`config.mk`:
```
export PLATFORM = sky130hd
export DESIGN_NAME = dedup_request_table_top
export DESIGN_NICKNAME = d
export VERILOG_FILES = /design/src/drt_pkg.sv /design/src/drt_ctrl.sv /design/src/drt_datapath.sv /design/src/dedup_request_table_top.sv
export SDC_FILE = /design/constraint.sdc
export NUM_CORES = 1
export LEC_CHECK = 0
export BUFFER_PORTS_ARGS = -buffer_cell sky130_fd_sc_hd__buf_2
export CORE_AREA = 2 2 239 241
export CTS_BUF_LIST = sky130_fd_sc_hd__clkbuf_4
export DETAILED_ROUTE_END_ITERATION = 7
export DIE_AREA = 0 0 241 243
export PLACE_DENSITY = 0.7
export SLEW_MARGIN = 20
export SYNTH_ARGS = -nofsm -noshare
export SYNTH_HDL_FRONTEND = slang
export SYNTH_HIERARCHICAL = 1
export SYNTH_SLANG_ARGS = --single-unit
```
`constraint.sdc`:
```
create_clock -name clock -period 7.4 [get_ports clock]
set_clock_uncertainty 0.05 [all_clocks]
set_input_delay 1.11 -clock clock [delete_from_list [all_inputs] [get_ports clock]]
set_output_delay 1.11 -clock clock [all_outputs]
set_load 0.02 [all_outputs]
```
`src/drt_pkg.sv`:
```
// Package for the dedup request table: widths, codes, payload structs, controller types.
// Depends on nothing; every other file of the block uses it by scoped names.
`default_nettype none

package drt_pkg;

   localparam int TABLE_DEPTH   = 32;
   localparam int IDX_W         = $clog2(TABLE_DEPTH);
   localparam int CNT_W         = 6;
   localparam int STATION_COUNT = 16;
   localparam int ST_W          = 5;
   localparam int KIND_W        = 2;
   localparam int CMD_W         = 3;
   localparam int STS_W         = 2;
   localparam int FLAG_W        = 3;

   // command codes
   localparam logic [CMD_W-1:0] CMD_PUSH         = 3'd0;
   localparam logic [CMD_W-1:0] CMD_POP_FRONT    = 3'd1;
   localparam logic [CMD_W-1:0] CMD_POP_MATCH    = 3'd2;
   localparam logic [CMD_W-1:0] CMD_QUERY        = 3'd3;
   localparam logic [CMD_W-1:0] CMD_SWEEP_ADD    = 3'd4;
   localparam logic [CMD_W-1:0] CMD_SWEEP_REMOVE = 3'd5;

   // status codes
   localparam logic [STS_W-1:0] STS_DONE  = 2'd0;
   localparam logic [STS_W-1:0] STS_DUP   = 2'd1;
   localparam logic [STS_W-1:0] STS_FULL  = 2'd2;
   localparam logic [STS_W-1:0] STS_EMPTY = 2'd3;

   // request kinds
   localparam logic [KIND_W-1:0] KIND_CW     = 2'd1;
   localparam logic [KIND_W-1:0] KIND_CCW    = 2'd2;
   localparam logic [KIND_W-1:0] KIND_TARGET = 2'd3;

   typedef struct packed {
      logic [CMD_W-1:0]  cmd;
      logic [KIND_W-1:0] req_kind;
      logic [ST_W-1:0]   station;
   } req_type;

   typedef struct packed {
      logic [STS_W-1:0]  status;
      logic              found;
      logic [FLAG_W-1:0] station_flags;
      logic [ST_W-1:0]   popped_station;
      logic [CNT_W-1:0]  entry_count;
      logic [CNT_W-1:0]  sweep_count;
   } rsp_type;

   typedef enum logic [1:0] {
      ST_IDLE,
      ST_CMP,
      ST_ACT,
      ST_DONE
   } ctrl_state_type;

   typedef struct packed {
      logic capture;
      logic compare;
      logic apply;
      logic respond;
   } ctrl_cmd_type;

endpackage

`default_nettype wire

```
`src/drt_ctrl.sv`:
```
// Controller for the dedup request table: sequences capture, compare, apply, respond.
// Depends on drt_pkg; drives drt_datapath through a drt_pkg::ctrl_cmd_type struct.
`default_nettype none

module drt_ctrl (
   input  wire logic                  clock,
   input  wire logic                  reset,
   input  wire logic                  req_valid,
   output logic                       req_ready,
   output logic                       rsp_valid,
   input  wire logic                  rsp_ready,
   output drt_pkg::ctrl_cmd_type      ctrl
);

   drt_pkg::ctrl_state_type state_ff, state_in;
   logic rsp_valid_ff, rsp_valid_in;

   always_ff @(posedge clock) begin
      if (reset) begin
         state_ff     <= drt_pkg::ST_IDLE;
         rsp_valid_ff <= 1'b0;
      end else begin
         state_ff     <= state_in;
         rsp_valid_ff <= rsp_valid_in;
      end
   end

   always_comb begin
      state_in     = state_ff;
      ctrl         = '0;
      req_ready    = 1'b0;
      rsp_valid_in = rsp_valid_ff & ~rsp_ready;
      unique case (state_ff)
         drt_pkg::ST_IDLE: begin
            // take no word while reset is held
            req_ready = ~reset;
            if (req_valid) begin
               ctrl.capture = 1'b1;
               state_in     = drt_pkg::ST_CMP;
            end
         end
         drt_pkg::ST_CMP: begin
            ctrl.compare = 1'b1;
            state_in     = drt_pkg::ST_ACT;
         end
         drt_pkg::ST_ACT: begin
            ctrl.apply = 1'b1;
            state_in   = drt_pkg::ST_DONE;
         end
         drt_pkg::ST_DONE: begin
            // hold until the output word register is free
            if (!rsp_valid_ff || rsp_ready) begin
               ctrl.respond = 1'b1;
               rsp_valid_in = 1'b1;
               state_in     = drt_pkg::ST_IDLE;
            end
         end
         default: state_in = drt_pkg::ST_IDLE;
      endcase
   end

   assign rsp_valid = rsp_valid_ff;

endmodule

`default_nettype wire

```
`src/drt_datapath.sv`:
```
// Datapath for the dedup request table: entry table, sweep set, flag store, compare vector.
// Depends on drt_pkg; steered by drt_ctrl through drt_pkg::ctrl_cmd_type.
`default_nettype none

module drt_datapath (
   input  wire logic                  clock,
   input  wire logic                  reset,
   input  wire drt_pkg::ctrl_cmd_type ctrl,
   input  wire drt_pkg::req_type      req_data,
   input  wire logic                  csr_we,
   input  wire logic                  csr_wdata,
   output drt_pkg::rsp_type           rsp_data
);

   localparam int DEPTH = drt_pkg::TABLE_DEPTH;
   localparam int IW    = drt_pkg::IDX_W;
   localparam int CW    = drt_pkg::CNT_W;
   localparam int SW    = drt_pkg::ST_W;
   localparam int KW    = drt_pkg::KIND_W;
   localparam int FW    = drt_pkg::FLAG_W;

   function automatic logic [FW-1:0] kind_bit(input logic [KW-1:0] k);
      logic [FW-1:0] b;
      b = '0;
      unique case (k)
         drt_pkg::KIND_CW:     b = 3'b001;
         drt_pkg::KIND_CCW:    b = 3'b010;
         drt_pkg::KIND_TARGET: b = 3'b100;
         default:              b = '0;
      endcase
      return b;
   endfunction

   function automatic logic station_ok(input logic [SW-1:0] s);
      return (s != '0) && (s <= SW'(drt_pkg::STATION_COUNT));
   endfunction

   logic                        search_mode_ff;
   logic [drt_pkg::CMD_W-1:0]   cmd_ff;
   logic [KW-1:0]               kind_ff;
   logic [SW-1:0]               st_ff;
   logic [SW-1:0]               ent_st_ff   [DEPTH];
   logic [KW-1:0]               ent_kind_ff [DEPTH];
   logic [SW-1:0]               sweep_ff    [DEPTH];
   logic [CW-1:0]               fill_ff, fill_in;
   logic [CW-1:0]               head_ff, head_in;
   logic [CW-1:0]               sweep_fill_ff, sweep_fill_in;
   logic [FW-1:0]               flag_ff [drt_pkg::STATION_COUNT+1];
   logic [DEPTH-1:0]            hit_ff, hit_in;
   logic [SW-1:0]               rd_st_ff;
   logic [KW-1:0]               rd_kind_ff;
   logic [SW-1:0]               sw_rd_ff;
   logic [drt_pkg::STS_W-1:0]   status_ff, status_in;
   logic                        found_ff, found_in;
   logic [SW-1:0]               popped_ff, popped_in;
   drt_pkg::rsp_type            rsp_ff, rsp_in;

   logic [CW-1:0]  start;
   logic [IW-1:0]  rd_idx;
   logic [IW-1:0]  hit_idx;
   logic           hit_any;
   logic           ent_we;
   logic [IW-1:0]  ent_waddr;
   logic [SW-1:0]  ent_wst;
   logic [KW-1:0]  ent_wkind;
   logic           sw_we;
   logic [IW-1:0]  sw_waddr;
   logic [SW-1:0]  sw_wdata;
   logic [SW-1:0]  flag_addr;
   logic [FW-1:0]  flag_cur;
   logic           flag_we;
   logic [FW-1:0]  flag_new;
   logic [CW-1:0]  head_next;
   logic [CW-1:0]  fill_dec;

   // request capture and mode register
   always_ff @(posedge clock) begin
      if (reset) begin
         search_mode_ff <= 1'b0;
      end else if (csr_we) begin
         search_mode_ff <= csr_wdata;
      end
   end

   always_ff @(posedge clock) begin
      if (ctrl.capture) begin
         cmd_ff  <= req_data.cmd;
         kind_ff <= req_data.req_kind;
         st_ff   <= req_data.station;
      end
   end

   // compare stage: one match vector, selected by command
   assign start  = search_mode_ff ? '0 : head_ff;
   assign rd_idx = (cmd_ff == drt_pkg::CMD_POP_FRONT) ? head_ff[IW-1:0]
                                                      : fill_dec[IW-1:0];
   assign fill_dec = fill_ff - CW'(1);

   always_comb begin
      for (int i = 0; i < DEPTH; i++) begin
         unique case (cmd_ff)
            drt_pkg::CMD_PUSH:
               hit_in[i] = (CW'(i) >= start) && (CW'(i) < fill_ff) &&
                           (ent_st_ff[i] == st_ff) && (ent_kind_ff[i] == kind_ff);
            drt_pkg::CMD_POP_MATCH:
               hit_in[i] = (CW'(i) < fill_ff) &&
                           (ent_st_ff[i] == st_ff) && (ent_kind_ff[i] == kind_ff);
            drt_pkg::CMD_QUERY:
               hit_in[i] = (CW'(i) < fill_ff) && (ent_st_ff[i] == st_ff);
            drt_pkg::CMD_SWEEP_ADD, drt_pkg::CMD_SWEEP_REMOVE:
               hit_in[i] = (CW'(i) < sweep_fill_ff) && (sweep_ff[i] == st_ff);
            default:
               hit_in[i] = 1'b0;
         endcase
      end
   end

   always_ff @(posedge clock) begin
      if (ctrl.compare) begin
         hit_ff     <= hit_in;
         rd_st_ff   <= ent_st_ff[rd_idx];
         rd_kind_ff <= ent_kind_ff[rd_idx];
         sw_rd_ff   <= sweep_ff[sweep_fill_ff[IW-1:0] - IW'(1)];
      end
   end

   // apply stage
   assign hit_any = |hit_ff;

   always_comb begin
      hit_idx = '0;
      for (int i = DEPTH - 1; i >= 0; i--) begin
         if (hit_ff[i]) begin
            hit_idx = IW'(i);
         end
      end
   end

   assign flag_addr = (ctrl.apply && cmd_ff == drt_pkg::CMD_POP_FRONT) ? rd_st_ff : st_ff;
   assign flag_cur  = station_ok(flag_addr) ? flag_ff[flag_addr] : '0;
   assign head_next = head_ff + CW'(1);

   always_comb begin
      status_in     = drt_pkg::STS_DONE;
      found_in      = 1'b0;
      popped_in     = '0;
      fill_in       = fill_ff;
      head_in       = head_ff;
      sweep_fill_in = sweep_fill_ff;
      ent_we        = 1'b0;
      ent_waddr     = fill_ff[IW-1:0];
      ent_wst       = st_ff;
      ent_wkind     = kind_ff;
      sw_we         = 1'b0;
      sw_waddr      = sweep_fill_ff[IW-1:0];
      sw_wdata      = st_ff;
      flag_we       = 1'b0;
      flag_new      = flag_cur;
      unique case (cmd_ff)
         drt_pkg::CMD_PUSH: begin
            if (hit_any) begin
               status_in = drt_pkg::STS_DUP;
            end else if (fill_ff >= CW'(DEPTH)) begin
               status_in = drt_pkg::STS_FULL;
            end else begin
               ent_we   = 1'b1;
               fill_in  = fill_ff + CW'(1);
               flag_we  = 1'b1;
               flag_new = flag_cur | kind_bit(kind_ff);
            end
         end
         drt_pkg::CMD_POP_FRONT: begin
            if (head_ff >= fill_ff) begin
               status_in = drt_pkg::STS_EMPTY;
            end else begin
               popped_in = rd_st_ff;
               flag_we   = 1'b1;
               flag_new  = flag_cur & ~kind_bit(rd_kind_ff);
               // drained: both counts return to zero
               if (head_next >= fill_ff) begin
                  head_in = '0;
                  fill_in = '0;
               end else begin
                  head_in = head_next;
               end
            end
         end
         drt_pkg::CMD_POP_MATCH: begin
            if (hit_any) begin
               ent_we    = 1'b1;
               ent_waddr = hit_idx;
               ent_wst   = rd_st_ff;
               ent_wkind = rd_kind_ff;
               fill_in   = fill_dec;
               if (head_ff > fill_dec) begin
                  head_in = fill_dec;
               end
            end else begin
               status_in = drt_pkg::STS_EMPTY;
            end
            flag_we  = 1'b1;
            flag_new = flag_cur & ~kind_bit(kind_ff);
         end
         drt_pkg::CMD_QUERY: begin
            found_in = hit_any;
         end
         drt_pkg::CMD_SWEEP_ADD: begin
            if (hit_any) begin
               status_in = drt_pkg::STS_DUP;
            end else if (sweep_fill_ff >= CW'(DEPTH)) begin
               status_in = drt_pkg::STS_FULL;
            end else begin
               sw_we         = 1'b1;
               sweep_fill_in = sweep_fill_ff + CW'(1);
            end
         end
         drt_pkg::CMD_SWEEP_REMOVE: begin
            if (hit_any) begin
               sw_we         = 1'b1;
               sw_waddr      = hit_idx;
               sw_wdata      = sw_rd_ff;
               sweep_fill_in = sweep_fill_ff - CW'(1);
            end else begin
               status_in = drt_pkg::STS_EMPTY;
            end
            flag_we  = 1'b1;
            flag_new = '0;
         end
         default: begin
         end
      endcase
   end

   always_ff @(posedge clock) begin
      if (reset) begin
         fill_ff       <= '0;
         head_ff       <= '0;
         sweep_fill_ff <= '0;
      end else if (ctrl.apply) begin
         fill_ff       <= fill_in;
         head_ff       <= head_in;
         sweep_fill_ff <= sweep_fill_in;
      end
   end

   always_ff @(posedge clock) begin
      if (ctrl.apply) begin
         status_ff <= status_in;
         found_ff  <= found_in;
         popped_ff <= popped_in;
      end
   end

   always_ff @(posedge clock) begin
      if (ctrl.apply && ent_we) begin
         ent_st_ff[ent_waddr]   <= ent_wst;
         ent_kind_ff[ent_waddr] <= ent_wkind;
      end
      if (ctrl.apply && sw_we) begin
         sweep_ff[sw_waddr] <= sw_wdata;
      end
   end

   always_ff @(posedge clock) begin
      if (reset) begin
         for (int s = 0; s <= drt_pkg::STATION_COUNT; s++) begin
            flag_ff[s] <= '0;
         end
      end else if (ctrl.apply && flag_we && station_ok(flag_addr)) begin
         flag_ff[flag_addr] <= flag_new;
      end
   end

   // output word register
   always_comb begin
      rsp_in.status         = status_ff;
      rsp_in.found          = found_ff;
      rsp_in.station_flags  = flag_cur;
      rsp_in.popped_station = popped_ff;
      rsp_in.entry_count    = fill_ff;
      rsp_in.sweep_count    = sweep_fill_ff;
   end

   always_ff @(posedge clock) begin
      if (ctrl.respond) begin
         rsp_ff <= rsp_in;
      end
   end

   assign rsp_data = rsp_ff;

endmodule

`default_nettype wire

```
`src/dedup_request_table_top.sv`:
```
// Top level of the dedup request table: joins controller and datapath to the ports.
// Depends on drt_pkg, drt_ctrl and drt_datapath.
//
//   channel   ports                       direction   word
//   req       req_valid/req_ready         in          drt_pkg::req_type
//   rsp       rsp_valid/rsp_ready         out         drt_pkg::rsp_type
//   csr       csr_valid/csr_ready         in          search_mode, 1 bit
//
// Each request passes through capture, compare over all table slots at once, apply
// the one table/flag write and load the output word before the next request is
// accepted. The single write port of each store sets that order.
// Synchronous reset clears counts, flags and mode; table slots need no clearing.
// A stalled rsp holds the next result in the done state; a new request is still
// accepted while an earlier result waits in the output register.
`default_nettype none

module dedup_request_table_top (
   input  wire logic             clock,
   input  wire logic             reset,
   input  wire logic             req_valid,
   output logic                  req_ready,
   input  wire drt_pkg::req_type req_data,
   output logic                  rsp_valid,
   input  wire logic             rsp_ready,
   output drt_pkg::rsp_type      rsp_data,
   input  wire logic             csr_valid,
   output logic                  csr_ready,
   input  wire logic             csr_wdata
);

   drt_pkg::ctrl_cmd_type ctrl;

   assign csr_ready = ~reset;

   drt_ctrl u_ctrl (
      .clock     (clock),
      .reset     (reset),
      .req_valid (req_valid),
      .req_ready (req_ready),
      .rsp_valid (rsp_valid),
      .rsp_ready (rsp_ready),
      .ctrl      (ctrl)
   );

   drt_datapath u_datapath (
      .clock     (clock),
      .reset     (reset),
      .ctrl      (ctrl),
      .req_data  (req_data),
      .csr_we    (csr_valid & csr_ready),
      .csr_wdata (csr_wdata),
      .rsp_data  (rsp_data)
   );

endmodule

`default_nettype wire

```
==> results by group <==
Status
  • Status: finished clean

Worst setup path
  • Crit path cell chain: inv_1 -> ha_1 -> nand4bb_1 -> buf_4 -> mux2i_2 -> nor2_1 -> a22oi_1 -> nand4_2 -> o311ai_4 -> nand2_1
  • CP max-delay cell: o311ai_4
  • Setup crit end kind: register
  • Worst Path Max Fanout: 17
  • Worst EP required: roughly 8.0 ns
  • Crit Path Class: reg -> reg
  • Crit path DAT: between 5 and 6 ns
  • Critical Path Max Stage Delay: between 0.9 and 1 ns
  • Worst setup SP type: register
  • R2r setup slk: roughly 2.1 ns

Logic synthesis
  • Post-synth cell types: 90
  • YS warnings: 6
  • Synth Area per Inst: 12.0 um^2
  • Synth Instances: ~2500
  • Most instantiated cells after synthesis: 541 x edfxtp_1, 226 x nand2_1, 204 x xnor2_1
  • Sequential element share of the synthesized area: 54.7%
  • Synth area leaders: edfxtp_1 53%, xnor2_1 5.9%, xor2_1 5.6%
  • FFs w/ async S/R, synth: 0%
  • Number of synthesized flops with an enable pin: ~540
  • Top_reg_cell synth: edfxtp_1
  • Post-Syn Area: about 0.030 mm^2
  • Top cell type by total area after synthesis: edfxtp_1
  • Share of the synthesized area in the top cell type: between 50% and 60%
  • Most frequent cell after synthesis: edfxtp_1
  • Seq cells post-synth: roughly 560

Clock tree
  • Resized Gates After CTS: 0
  • Clock slew at reported path FFs: approximately 0.060 ns
  • Cts bufs inserted: ~150
  • Post-CTS Setup Inserts: 0
  • Clk_lat worst skew: 1.03 ns
  • Hold buffer count at CTS: 0
  • H-tree Lvls: 4
  • CTS tree: done
  • Root cell of the clock tree: clkbuf_4
  • Clock sinks: roughly 560
  • Clock Tree Buf Depth: 3

Floorplan
  • Initial Utilization: a little over half
  • Row cnt: between 80 and 90
  • DIE AREA: a little under 0.06 mm^2
  • Die width: about 240 um
  • Ports: between 40 and 50
  • Core area: ~0.056 mm^2
  • DIE HEIGHT: roughly 240 um

Drt
  • Vias: about 23000
  • DR vias/cell: between 6 and 7
  • Initial DRC count: 3069
  • # DRC: 0
  • Post-route ant nets: 0
  • Routed Wire Length: 96.5 mm
  • Drt pass-1 iters: 7
  • WL per Instance: roughly 28 um

Finish
  • Final #Nets: approximately 2700
  • Final Util: between 50% and 60%
  • Area Growth Syn to Fin: 9.12%
  • Share of cells above drive strength 1: 15.5%

Global route
  • Overflow after GRT: 0
  • Initial antenna violation count: 4
  • First-pass GRT wire length: approximately 140 mm
  • Gr usage total: between 30% and 40%
  • Largest net degree at the start of global routing: approximately 80
  • Vias in the first global route: 21810

Timing
  • RSZ-0062 raised after global routing: no
  • Worst Tran Pin Value: around 1.2 ns
  • Fmax: 189 MHz
  • Setup TNS: 0 ns
  • Setup ws final: ~2.1 ns
  • Fin. max-slew vios: 0
  • Ratio of final minimum period to clock period: 71.4%
  • Slew margin rel.: 16.2%
  • Setup violations, final: 0
  • Fin crit period: 5.28 ns
  • Final hold vios: 0

Place
  • Post-placement setup slack: 1.93 ns
  • IO Port Bufs: slightly above 40
  • Hpwl dp: around 65 mm
  • Routability cong.: 1.03

Min path
  • Hold Crit Class: in -> reg

Power
  • Static leakage: ~11 nW
  • Power Dens Cells: roughly 290 mW/mm^2
  • Peak VDD IR: 0.000260 V

Job
  • MaxCap Viol Count: 0
-- flip-flops by register name, summed over array words and instances (netlist names) --
signal and flops:
u_datapath/flag_ff 72, u_datapath/rd_st_ff 5, u_datapath/head_ff 6, u_datapath/cmd_ff 3, u_datapath/ent_kind_ff 64, u_datapath/status_ff 2, u_datapath/sw_rd_ff 5, u_datapath/hit_ff 32
u_datapath/rsp_data 23, u_datapath/ent_st_ff 160, u_ctrl/state_ff 2, u_datapath/rd_kind_ff 2, u_datapath/sweep_fill_ff 6, u_datapath/fill_ff 6, u_datapath/kind_ff 2, u_datapath/found_ff 1
u_datapath/sweep_ff 160, u_datapath/popped_ff 5, u_ctrl/rsp_valid 1, u_datapath/st_ff 5, u_datapath/search_mode_ff 1
-- path summary, 6_finish.rpt --
| kind | start | end | cells after the start |
|---|---|---|---|
| worst max-delay path | u_ctrl/state_ff[0] | u_datapath/flag_ff[17][1] | 10 |
| worst min-delay path | req_data[5] | u_datapath/kind_ff[0] | 1 |
| worst max register to register | u_ctrl/state_ff[0] | u_datapath/flag_ff[17][1] | 10 |
| worst min register to register | u_datapath/popped_ff[4] | u_datapath/rsp_data[16] | 0 |
-- where the power goes --
group          switching [mW]  total [mW]  internal [mW]
Sequential              0.216        4.15           3.94
Combinational            1.85        2.68          0.825
Clock                    1.32        2.71           1.39
-- final cells by class --
class / instances / area (um^2)
Antenna cell: 6 / 15.0
Clock buffer: 190 / 1430
Timing Repair Buffer: 77 / 526
Clock inverter: 68 / 427
Fill cell: 4592 / 22700
Multi-Input combinational cell: 1792 / 13100
Sequential cell: 563 / 16700
Inverter: 40 / 150
Tap cell: 756 / 946
-- cells by family (layout without fill, tap and decap cells) --
| family | Yosys count | in the layout | synth area share (%) |
|---|---|---|---|
| flops | 563 | 563 | 54.7 |
| buf+inv | 210 | 375 | 2.95 |
| compound gates | 424 | 424 | 9.76 |
| xor+xnor | 399 | 399 | 11.5 |
| other cells | 1 | 30 | 0.0123 |
| fa+ha+maj | 30 | 30 | 1.23 |
| mux | 172 | 172 | 7.81 |
| simple gates | 743 | 743 | 12.0 |
-- layer usage --
| metal | GRT usage [%] | share of wire, % | up-vias |
|---|---|---|---|
| li1 | - | - | 9775 |
| met1 | 44.0 | 38 | 11286 |
| met2 | 49.2 | 45 | 1537 |
| met3 | 9.44 | 12 | 310 |
| met4 | 18.0 | 5.7 | 4 |
| met5 | 0 | 0.027 | - |
-- metrics by stage --
stage          cells  hold slack, ns  total power [mW]  area [um^2]
6_report        3492           0.221              9.53        33300
5_1_grt         3490           0.138              9.92        33300
4_1_cts         3486           0.144              9.51        33200
3_5_place_dp    3228           0.369              6.80        31400
3_3_place_gp    3228           0.371              6.76        31400
2_1_floorplan   2565           0.350              5.90        30600
-- worst max-delay path, delay by kind of cell, from the launching register on --
| kind | cells | cell delay [ns] |
|---|---|---|
| AND/OR/NAND/NOR | 4 | 1.45 |
| AO/OA/AOI/OAI | 2 | 1.13 |
| adder cells (fa/ha/maj) | 1 | 0.70 |
| multiplexers | 1 | 0.65 |
| buffers and inverters | 2 | 0.55 |
| flip-flops | 1 | 0.33 |
-- placed cells by master (no fill, tap or decap), types with 21 or more instances in the layout --
cell       count
o21ai_0       71
a211oi_1      28
xor2_1       195
buf_4         32
o2111ai_1     22
clkbuf_4     190
mux4_2        50
mux2_2        22
edfxtp_1     541
clkinv_1      40
nor4_1        41
ha_1          29
nor2_1       132
dfxtp_1       21
conb_1        24
nand2_1      223
mux2i_1       95
buf_2         41
nand2b_1      47
a21oi_1       67
nand4_1       37
inv_1         33
xnor2_1      203
nor3_1        96
nand3_1       59
No activity file was read; power rests on OpenSTA's default activity.
